[config.mk]
export PLATFORM = sky130hd
export DESIGN_NAME = first_fit_heap_allocator
export DESIGN_NICKNAME = d
export VERILOG_FILES = /design/src/rtl/ffha_pkg.sv /design/src/rtl/first_fit_heap_allocator.sv /design/src/rtl/ffha_dp.sv /design/src/rtl/ffha_ctrl.sv
export SDC_FILE = /design/constraint.sdc
export NUM_CORES = 2
export LEC_CHECK = 0
export BUFFER_PORTS_ARGS = -buffer_cell sky130_fd_sc_hd__buf_2
export CORE_ASPECT_RATIO = 0.75
export CORE_MARGIN = 8
export CORE_UTILIZATION = 35
export DETAILED_ROUTE_END_ITERATION = 7
export SETUP_SLACK_MARGIN = 0.5
export SLEW_MARGIN = 20
export SYNTH_ARGS = -nofsm -noshare
export SYNTH_HDL_FRONTEND = slang
export SYNTH_SLANG_ARGS = --single-unit
[constraint.sdc]
create_clock -name clk -period 13.8 [get_ports clk]
set_clock_uncertainty 0.05 [all_clocks]
set_input_delay 0 -clock clk [delete_from_list [all_inputs] [get_ports clk]]
set_output_delay 0 -clock clk [all_outputs]
set_load 0.05 [all_outputs]
[src/rtl/ffha_pkg.sv]
// ----------------------------------------------------------------------------
// ffha_pkg
// Shared types and constants of the first-fit heap allocator: heap geometry,
// operation and status codes, the request and result words and the command
// and status groups between controller and datapath.
// ----------------------------------------------------------------------------
package ffha_pkg;

	// Heap geometry. Offsets on the ports are 10 bits, which fixes the heap.
	localparam int HEAP_BYTES    = 1024;
	localparam int HEADER_BYTES  = 16;
	localparam int GRANULE_BYTES = 8;
	localparam int NGRAN         = HEAP_BYTES / GRANULE_BYTES;
	localparam int HDR_GRAN      = (HEADER_BYTES + GRANULE_BYTES - 1) / GRANULE_BYTES;
	localparam int GRAN_SHIFT    = $clog2(GRANULE_BYTES);

	// Field widths of the words on the ports.
	localparam int BYTES_W = 11;
	localparam int OFF_W   = 10;
	localparam int STAT_W  = 2;

	// Internal widths: a granule index, a link (index plus the null value)
	// and a rounded request in granules.
	localparam int ADDR_W = $clog2(NGRAN);
	localparam int LINK_W = ADDR_W + 1;
	localparam int SIZE_W = LINK_W;
	localparam int REQ_W  = BYTES_W - GRAN_SHIFT + 1;

	localparam logic [LINK_W-1:0] NIL_LINK  = LINK_W'(NGRAN);
	localparam logic [SIZE_W-1:0] HDR_G     = SIZE_W'(HDR_GRAN);
	localparam logic [SIZE_W-1:0] INIT_SIZE = SIZE_W'(NGRAN - HDR_GRAN);
	localparam logic [LINK_W-1:0] STEP_MAX  = LINK_W'(NGRAN);
	localparam logic [OFF_W-1:0]  MIN_OFF   = OFF_W'(HDR_GRAN * GRANULE_BYTES);

	// Operation codes.
	localparam logic OP_ALLOC = 1'b0;
	localparam logic OP_FREE  = 1'b1;

	// Status codes.
	localparam logic [STAT_W-1:0] ST_OK      = 2'd0;
	localparam logic [STAT_W-1:0] ST_NOFIT   = 2'd1;
	localparam logic [STAT_W-1:0] ST_BADFREE = 2'd2;

	// Request word.
	typedef struct packed {
		logic               op;
		logic [BYTES_W-1:0] alloc_bytes;
		logic [OFF_W-1:0]   free_offset;
	} ffha_req_t;

	// Result word.
	typedef struct packed {
		logic [STAT_W-1:0] status;
		logic [OFF_W-1:0]  payload_offset;
	} ffha_res_t;

	// Commands from the controller to the datapath.
	typedef struct packed {
		logic              load;      // take the request, start a walk at the head
		logic              advance;   // step to the next free block
		logic              wr_split;  // write the header of the split-off remainder
		logic              wr_unlink; // unlink the whole block
		logic              wr_hdr;    // shrink the granted block, link the remainder
		logic              wr_insert; // link the freed block after its predecessor
		logic              wr_merge;  // finish the freed header, merging if adjacent
		logic              finish;    // register the result word
		logic              grant;     // the result carries a payload offset
		logic [STAT_W-1:0] status;
	} ffha_cmd_t;

	// Status from the datapath to the controller.
	typedef struct packed {
		logic req_free;  // the request on the port is a free
		logic req_bad;   // the free offset on the port is misaligned or too low
		logic walk_end;  // allocate walk ran off the list or out of steps
		logic fits;      // current block is large enough
		logic split_ok;  // remainder can hold a header and a payload granule
		logic free_more; // free walk has not reached the freed header yet
		logic dup;       // the freed header is already on the list
	} ffha_stat_t;

endpackage

[src/rtl/first_fit_heap_allocator.sv]
// ----------------------------------------------------------------------------
// first_fit_heap_allocator
// First-fit allocator over a 1024-byte heap with an address-ordered free list
// kept in block headers; answers allocate and free requests.
// ----------------------------------------------------------------------------
// A request word is taken when start is high and busy is low. Each request
// gives exactly one result word, shown for one cycle with done high; the
// receiver cannot stall it, so it must take the word in that cycle. An
// allocate visits the free list one block per cycle through the registered
// read port of the header stores and answers at the first block that fits,
// or with no fit when the walk runs off the list or stops after 128 blocks.
// A split keeps busy high in S_ASPLIT to write the header. A free walks
// the list the same way up to the first block at or past the freed header
// or the end of the list, and then links and merges the freed block; a
// misaligned or too-low offset is answered in the cycle after acceptance.
// A new request may be accepted in the cycle done is high, except after a
// split, where busy stays high through S_ASPLIT. No clearing pass runs
// after reset: entries never written read as their reset values.
// ----------------------------------------------------------------------------
module first_fit_heap_allocator import ffha_pkg::*; (
	input  logic      clk,
	input  logic      arst_n,
	input  logic      start,
	output logic      busy,
	input  ffha_req_t request,
	output logic      done,
	output ffha_res_t result
);

	ffha_cmd_t  cmd;
	ffha_stat_t stat;

	// Sequencer.
	ffha_ctrl u_ctrl (
		.clk    (clk),
		.arst_n (arst_n),
		.start  (start),
		.stat   (stat),
		.cmd    (cmd),
		.busy   (busy)
	);

	// Header stores, walk registers and result word.
	ffha_dp u_dp (
		.clk     (clk),
		.arst_n  (arst_n),
		.request (request),
		.cmd     (cmd),
		.stat    (stat),
		.done    (done),
		.result  (result)
	);

endmodule

[src/rtl/ffha_dp.sv]
// ----------------------------------------------------------------------------
// ffha_dp
// Datapath of the allocator: the header stores (sizes and links), the list
// head, the walk registers and the result word.
// ----------------------------------------------------------------------------
module ffha_dp import ffha_pkg::*; (
	input  logic       clk,
	input  logic       arst_n,
	input  ffha_req_t  request,
	input  ffha_cmd_t  cmd,
	output ffha_stat_t stat,
	output logic       done,
	output ffha_res_t  result
);

	// Header stores and the written marks that stand in for their reset.
	logic [SIZE_W-1:0] size_mem [NGRAN];
	logic [LINK_W-1:0] link_mem [NGRAN];
	logic [NGRAN-1:0]  size_vld_q;
	logic [NGRAN-1:0]  link_vld_q;

	logic [SIZE_W-1:0] size_rd_q;
	logic [LINK_W-1:0] link_rd_q;
	logic              size_rv_q;
	logic              link_rv_q;
	logic [ADDR_W-1:0] rd_addr_q;

	// Walk registers.
	logic [LINK_W-1:0] head_q;
	logic [LINK_W-1:0] cur_q;
	logic [LINK_W-1:0] prev_q;
	logic [LINK_W-1:0] steps_q;
	logic [REQ_W-1:0]  req_q;
	logic [ADDR_W-1:0] h_q;
	logic [SIZE_W-1:0] csz_q;
	logic [LINK_W-1:0] clink_q;

	ffha_res_t result_q;
	logic      done_q;

	logic [SIZE_W-1:0]  size_rd;
	logic [LINK_W-1:0]  link_rd;
	logic               rd_en;
	logic [ADDR_W-1:0]  rd_addr;
	logic [BYTES_W:0]   bytes_sum;
	logic [REQ_W-1:0]   req_gran;
	logic [ADDR_W-1:0]  h_gran;
	logic [OFF_W:0]     nb_full;
	logic [SIZE_W-1:0]  rem;
	logic [SIZE_W:0]    h_end;
	logic               merge;
	logic [SIZE_W-1:0]  merged_size;
	logic [LINK_W+GRAN_SHIFT-1:0] pay_full;

	logic              sw_en;
	logic [ADDR_W-1:0] sw_addr;
	logic [SIZE_W-1:0] sw_data;
	logic              lw_en;
	logic [ADDR_W-1:0] lw_addr;
	logic [LINK_W-1:0] lw_data;
	logic              head_we;
	logic [LINK_W-1:0] head_d;
	logic              link_sel;
	logic [LINK_W-1:0] link_val;

	// Read data; an entry never written reads as its reset value.
	assign size_rd = size_rv_q ? size_rd_q :
		((rd_addr_q == '0) ? INIT_SIZE : '0);
	assign link_rd = link_rv_q ? link_rd_q : NIL_LINK;

	// Request decode: rounded size in granules and header granule of a free.
	assign bytes_sum = {1'b0, request.alloc_bytes} + (BYTES_W+1)'(GRANULE_BYTES - 1);
	assign req_gran  = bytes_sum[BYTES_W:GRAN_SHIFT];
	assign h_gran    = request.free_offset[OFF_W-1:GRAN_SHIFT] - ADDR_W'(HDR_GRAN);

	// Split arithmetic on the block under the walk.
	assign nb_full = (OFF_W+1)'(cur_q) + (OFF_W+1)'(HDR_GRAN) + (OFF_W+1)'(req_q);
	assign rem     = size_rd - req_q[SIZE_W-1:0];

	// Merge test: the freed block ends exactly where the following one starts.
	assign h_end       = (SIZE_W+1)'(h_q) + (SIZE_W+1)'(HDR_GRAN) + (SIZE_W+1)'(size_rd);
	assign merge       = (cur_q < NIL_LINK) && (h_end == (SIZE_W+1)'(cur_q));
	assign merged_size = size_rd + csz_q + HDR_G;

	// Granted payload offset, reduced to the port width.
	assign pay_full = {cur_q + HDR_G, GRAN_SHIFT'(0)};

	// Status to the controller.
	always_comb begin
		stat.req_free  = (request.op == OP_FREE);
		stat.req_bad   = (request.free_offset[GRAN_SHIFT-1:0] != '0) ||
			(request.free_offset < MIN_OFF);
		stat.walk_end  = (cur_q >= NIL_LINK) || (steps_q == STEP_MAX);
		stat.fits      = ({1'b0, size_rd} >= req_q);
		stat.split_ok  = (rem > HDR_G) && ((nb_full + (OFF_W+1)'(HDR_GRAN)) <
			(OFF_W+1)'(NGRAN));
		stat.free_more = (cur_q < LINK_W'(h_q)) && (steps_q != STEP_MAX);
		stat.dup       = (cur_q == LINK_W'(h_q));
	end

	// Read port address.
	always_comb begin
		rd_en = cmd.load || cmd.advance || cmd.wr_insert;
		if (cmd.load) begin
			rd_addr = head_q[ADDR_W-1:0];
		end else if (cmd.advance) begin
			rd_addr = link_rd[ADDR_W-1:0];
		end else begin
			rd_addr = h_q;
		end
	end

	// Write ports. A link to a predecessor goes to the head when there is none.
	always_comb begin
		sw_en    = 1'b0;
		sw_addr  = cur_q[ADDR_W-1:0];
		sw_data  = req_q[SIZE_W-1:0];
		lw_en    = 1'b0;
		lw_addr  = prev_q[ADDR_W-1:0];
		lw_data  = link_rd;
		head_we  = 1'b0;
		head_d   = link_rd;
		link_sel = 1'b0;
		link_val = link_rd;
		if (cmd.wr_split) begin
			sw_en   = 1'b1;
			sw_addr = nb_full[ADDR_W-1:0];
			sw_data = rem - HDR_G;
			lw_en   = 1'b1;
			lw_addr = nb_full[ADDR_W-1:0];
			lw_data = link_rd;
		end
		if (cmd.wr_unlink) begin
			link_sel = 1'b1;
			link_val = link_rd;
		end
		if (cmd.wr_hdr) begin
			sw_en    = 1'b1;
			sw_addr  = cur_q[ADDR_W-1:0];
			sw_data  = req_q[SIZE_W-1:0];
			link_sel = 1'b1;
			link_val = nb_full[LINK_W-1:0];
		end
		if (cmd.wr_insert) begin
			link_sel = 1'b1;
			link_val = LINK_W'(h_q);
		end
		if (cmd.wr_merge) begin
			lw_en   = 1'b1;
			lw_addr = h_q;
			if (merge) begin
				sw_en   = 1'b1;
				sw_addr = h_q;
				sw_data = merged_size;
				lw_data = clink_q;
			end else begin
				lw_data = (cur_q < NIL_LINK) ? cur_q : NIL_LINK;
			end
		end
		if (link_sel) begin
			if (prev_q < NIL_LINK) begin
				lw_en   = 1'b1;
				lw_addr = prev_q[ADDR_W-1:0];
				lw_data = link_val;
			end else begin
				head_we = 1'b1;
				head_d  = link_val;
			end
		end
	end

	// Header stores.
	always_ff @(posedge clk) begin
		if (sw_en) begin
			size_mem[sw_addr] <= sw_data;
		end
		if (lw_en) begin
			link_mem[lw_addr] <= lw_data;
		end
		if (rd_en) begin
			size_rd_q <= size_mem[rd_addr];
			link_rd_q <= link_mem[rd_addr];
		end
	end

	// Written marks, list head and read bookkeeping.
	always_ff @(posedge clk or negedge arst_n) begin
		if (!arst_n) begin
			size_vld_q <= '0;
			link_vld_q <= '0;
			size_rv_q  <= 1'b0;
			link_rv_q  <= 1'b0;
			rd_addr_q  <= '0;
			head_q     <= '0;
			done_q     <= 1'b0;
		end else begin
			if (sw_en) begin
				size_vld_q[sw_addr] <= 1'b1;
			end
			if (lw_en) begin
				link_vld_q[lw_addr] <= 1'b1;
			end
			if (rd_en) begin
				size_rv_q <= size_vld_q[rd_addr];
				link_rv_q <= link_vld_q[rd_addr];
				rd_addr_q <= rd_addr;
			end
			if (head_we) begin
				head_q <= head_d;
			end
			done_q <= cmd.finish;
		end
	end

	// Walk registers.
	always_ff @(posedge clk) begin
		if (cmd.load) begin
			cur_q   <= head_q;
			prev_q  <= NIL_LINK;
			steps_q <= '0;
			req_q   <= req_gran;
			h_q     <= h_gran;
		end else if (cmd.advance) begin
			prev_q  <= cur_q;
			cur_q   <= link_rd;
			steps_q <= steps_q + 1'b1;
		end
		if (cmd.wr_insert) begin
			csz_q   <= size_rd;
			clink_q <= link_rd;
		end
	end

	// Result word.
	always_ff @(posedge clk) begin
		if (cmd.finish) begin
			result_q.status         <= cmd.status;
			result_q.payload_offset <= cmd.grant ? pay_full[OFF_W-1:0] : '0;
		end
	end

	assign done   = done_q;
	assign result = result_q;

endmodule

[src/rtl/ffha_ctrl.sv]
// ----------------------------------------------------------------------------
// ffha_ctrl
// Controller of the allocator: sequences the list walk and the header
// updates of an allocate or a free.
// ----------------------------------------------------------------------------
module ffha_ctrl import ffha_pkg::*; (
	input  logic       clk,
	input  logic       arst_n,
	input  logic       start,
	input  ffha_stat_t stat,
	output ffha_cmd_t  cmd,
	output logic       busy
);

	typedef enum logic [4:0] {
		S_IDLE   = 5'b00001,
		S_AWALK  = 5'b00010,
		S_ASPLIT = 5'b00100,
		S_FWALK  = 5'b01000,
		S_FMERGE = 5'b10000
	} state_t;

	state_t state_q;
	state_t state_d;

	// Next state and commands.
	always_comb begin
		state_d    = state_q;
		cmd        = '0;
		cmd.status = ST_OK;
		unique case (state_q)
			S_IDLE: begin
				if (start) begin
					if (stat.req_free && stat.req_bad) begin
						cmd.finish = 1'b1;
						cmd.status = ST_BADFREE;
					end else begin
						cmd.load = 1'b1;
						state_d  = stat.req_free ? S_FWALK : S_AWALK;
					end
				end
			end
			S_AWALK: begin
				if (stat.walk_end) begin
					cmd.finish = 1'b1;
					cmd.status = ST_NOFIT;
					state_d    = S_IDLE;
				end else if (stat.fits) begin
					cmd.finish = 1'b1;
					cmd.grant  = 1'b1;
					if (stat.split_ok) begin
						cmd.wr_split = 1'b1;
						state_d      = S_ASPLIT;
					end else begin
						cmd.wr_unlink = 1'b1;
						state_d       = S_IDLE;
					end
				end else begin
					cmd.advance = 1'b1;
				end
			end
			S_ASPLIT: begin
				cmd.wr_hdr = 1'b1;
				state_d    = S_IDLE;
			end
			S_FWALK: begin
				if (stat.free_more) begin
					cmd.advance = 1'b1;
				end else if (stat.dup) begin
					cmd.finish = 1'b1;
					cmd.status = ST_BADFREE;
					state_d    = S_IDLE;
				end else begin
					cmd.wr_insert = 1'b1;
					state_d       = S_FMERGE;
				end
			end
			S_FMERGE: begin
				cmd.wr_merge = 1'b1;
				cmd.finish   = 1'b1;
				state_d      = S_IDLE;
			end
			default: begin
				state_d = S_IDLE;
			end
		endcase
	end

	// State register.
	always_ff @(posedge clk or negedge arst_n) begin
		if (!arst_n) begin
			state_q <= S_IDLE;
		end else begin
			state_q <= state_d;
		end
	end

	// Busy stays high in S_ASPLIT, where a split allocate writes its header while its result is shown.
	assign busy = (state_q != S_IDLE);

endmodule

==> run summary <==
Met3 Routed Length = 33.7 mm
Total grt overflow = 0
CTS root buf = clkbuf_16
Routed WL per cell = 25.2 um
Setup TNS = 0 ns
Crit Path Category = in -> reg
Max Freq = 127 MHz
Fin crit period = 7.87 ns
CORE AREA = 286000 um^2
Final Hold Fails = 0
Final setup fails = 0
CTS buffer count = 236
Peak VDD IR = 145 uV
Final Max Slew Viols = 0
Initial antenna violation count = 10
Final period util = 0.570
Worst slew pin tran = 1.22 ns
Clk buf depth = 3
Top sig layer = met5
Hold WC Path Type = in -> reg
Site Rows = 170
CTS tree = done
CP cell instances = dlygate4sd3_1 > buf_2 > dlygate4sd3_1 > inv_1 > ha_1 > or3b_1 > o31ai_1 > dlygate4sd3_1 > a21o_1 > buf_4 > inv_2 > buf_4 > nor2_1 > a211o_4 > buf_4 > buf_4 > buf_4 > a21oi_1 > a221oi_1 > a31oi_1 > nand4_1 > nand3_1 > a2111oi_1
Hold_ws = 0.0934 ns
Worst-path fanout max = 63
EDFF count, synth = 2113
Dpl hpwl = 175 mm
Max-cap violations = 0
Setup bufs post-CTS = 0
NetSw = 5.84 mW
Most Frequent Cell on Critical Path = buf_4
Drt pass-1 iters = 6
GRT Total Usage = 0.187
Final GP Congestion = 0.904
Layout cells sized above 1 = 0.0799
Sequential fraction of design power = 0.446
Global-route wire length before repair = 430 mm
H-tree Lvls = 4
Avg Cell Area, Syn = 12.9 um^2
WL met2 = 124 mm
Largest cells by area after synthesis = edfxtp_1 (63%), dfrtp_1 (6.9%), nand2_1 (6.1%)
M1 WL = 130 mm
Pwr dens = 166 nW/um^2
Die width = 634 um
CTS Sinks = 2408
Comb pwr share = 0.217
Crit path max-delay cell type = buf_4
WP data arrival = 8.49 ns
Ys async rst share = 0.116
Area leader, netlist = edfxtp_1
Rel. slew slack = 0.186
Starting Density = 0.351
Vias in the first global route = 62400
Outcome = finished, final reports clean
Commonest non-fill, non-tap cell in the layout = edfxtp_1
Routed wire length = 294 mm
DRC Markers = 0
Critical Path Max Stage Delay = 0.80 ns
Leakage = 39.2 nW
Routed Antenna Nets = 0
Unique masters post-synth = 96
DR iter-0 viols = 8555
Number of buffers added on ports = 35
Clock power frac = 0.337
Area of the die = 304000 um^2
Crit path capture type = flip-flop
Pint = 12.8 mW
Flops & latches, synth = 2408
Yosys warnings = 0
Largest net degree at the start of global routing = 188
Clk pin slew, worst setup/hold paths = 0.06 ns
I/O Pins = 39
Most frequent cells in the layout = edfxtp_1 (2113), nand2_1 (1643), nand3_1 (781)
Top-area cell type share of the netlist area = 0.632
WP data required = 14.42 ns
Gate Count Post-Synth = 7763
RSZ-0062 raised after global routing = false
Die Span Y = 480 um
Fin nets = 7785
Mapped Area = 100000 um^2
Layout area overhead = 12.2%
Via-to-Cell Ratio = 5.62
Worst-skew pair later-pin latency = 0.90 ns
Post-synthesis sequential area ratio = 0.705
Worst Setup Start Kind = input port
Net Sw Frac = 0.313
Main flop type after synthesis = edfxtp_1
Vias post-DR = 65700
## area by class of cell
cell class / instances / area [um^2]
flip-flops and latches: 2408 / 70800
multi-input cells: 4753 / 27400
diodes: 4 / 10.0
well taps: 3784 / 4730
inverters: 65 / 246
fillers: 26400 / 173000
clock buffers: 320 / 6450
repair buffers: 241 / 2010
clock inverters: 111 / 1040
## cells by family after synthesis
| logic type | Yosys count | synth area share |
|---|---|---|
| AND/OR/NAND/NOR | 3057 | 0.132 |
| flip-flops | 2408 | 0.705 |
| AO/OA/AOI/OAI | 1170 | 0.0832 |
| buffers and inverters | 604 | 0.0265 |
| multiplexers | 407 | 0.0413 |
| XOR/XNOR | 61 | 0.00532 |
| adder cells (fa/ha/maj) | 55 | 0.00715 |
| other | 1 | 0.0000374 |
## power by group through the flow
stage               clock (mW)  sequential (mW)  combinational, mW
finish                    6.31             8.34               4.05
global route              6.67             8.34               4.32
CTS                       6.40             8.33               3.98
detailed placement           0             8.48               3.96
global placement             0             8.48               3.91
floorplan                    0             8.54               2.45
## synth_stat cells, types with 16 or more instances
| library cell | number |
|---|---|
| inv_1 | 64 |
| o21bai_1 | 257 |
| a32oi_1 | 51 |
| nand2_1 | 1643 |
| nand4b_1 | 20 |
| mux2i_1 | 365 |
| a211oi_1 | 58 |
| buf_4 | 21 |
| a32o_1 | 46 |
| a31oi_1 | 57 |
| edfxtp_1 | 2113 |
| a21o_1 | 18 |
| a22o_1 | 30 |
| o211ai_1 | 30 |
| clkbuf_1 | 238 |
| nor2_1 | 359 |
| and3_1 | 40 |
| o22ai_1 | 24 |
| nand4_1 | 46 |
| a22oi_1 | 62 |
| o2bb2ai_1 | 30 |
| nand3_1 | 790 |
| a21oi_1 | 264 |
| nor4_1 | 34 |
| a221o_1 | 31 |
| buf_2 | 220 |
| dfrtp_1 | 278 |
| mux2_2 | 35 |
| nor3_1 | 54 |
| buf_1 | 55 |
| xor2_1 | 25 |
| dfxtp_1 | 16 |
| a2111oi_0 | 23 |
| o21ai_0 | 87 |
| a221oi_1 | 20 |
| xnor2_1 | 36 |
| nor2b_1 | 18 |
| ha_1 | 51 |
## repair_timing
action                    in CTS  in global routing
hold endpoints to repair     241                  0
gates resized for setup        0                  0
hold buffers                  48                  0
## flip-flops by register name (all words and copies together) (netlist names), 9 cells and up
signal / count
u_dp.link_mem: 1024
u_dp.size_mem: 1024
u_dp.link_vld_q: 128
u_dp.size_vld_q: 128
u_dp.req_q: 9
u_dp.result: 9
## through the flow
stage / util / power [mW] / std cells / setup slack [ns] / cell area, um^2
after floorplan: - / 11.0 / 7765 / 4.10 / 100000
after global placement: 0.366 / 12.4 / 11200 / 6.06 / 105000
after detailed placement: 0.366 / 12.4 / 11200 / 6.40 / 105000
after CTS: 0.394 / 18.7 / 11700 / 6.16 / 113000
after global routing: 0.394 / 19.3 / 11700 / 5.56 / 113000
final: 0.394 / 18.7 / 11700 / 5.93 / 113000
## routing by layer
| layer | global-route usage | vias up |
|---|---|---|
| met2 | 0.265 | 3410 |
| met4 | 0.0443 | 4 |
| met5 | 0 | - |
| met3 | 0.0495 | 428 |
| li1 | - | 28600 |
| met1 | 0.282 | 33200 |
## worst max-delay path, delay by kind of cell
family / cells / cell delay (ns)
adders and majority gates: 1 / 0.19
AOI/OAI and AO/OA: 7 / 1.89
and+or+nand+nor: 4 / 1.08
buffers and inverters: 11 / 5.11
## path summary, 6_finish.rpt
path                       cells after the start                     startpoint                         endpoint  slack (ns)
min                                            3                     request[6]            u_dp.h_q[3]$_DFFE_PP_        0.09
min in group asynchronous                      3                         arst_n    u_ctrl.state_q[0]$_DFFE_PN1P_        0.17
max reg2reg                                   18  u_dp.rd_addr_q[1]$_DFFE_PN0P_      u_dp.size_rd_q[5]$_DFFE_PP_        6.25
max                                           23                     request[4]      u_dp.size_rd_q[5]$_DFFE_PP_        5.93
max in group asynchronous                      4                         arst_n  u_dp.size_vld_q[49]$_DFFE_PN0N_       12.49
min reg2reg                                    2    u_dp.prev_q[5]$_SDFFE_PP0N_      u_dp.prev_q[5]$_SDFFE_PP0N_        0.41
Note: power is estimated with default switching activity, not from simulation.
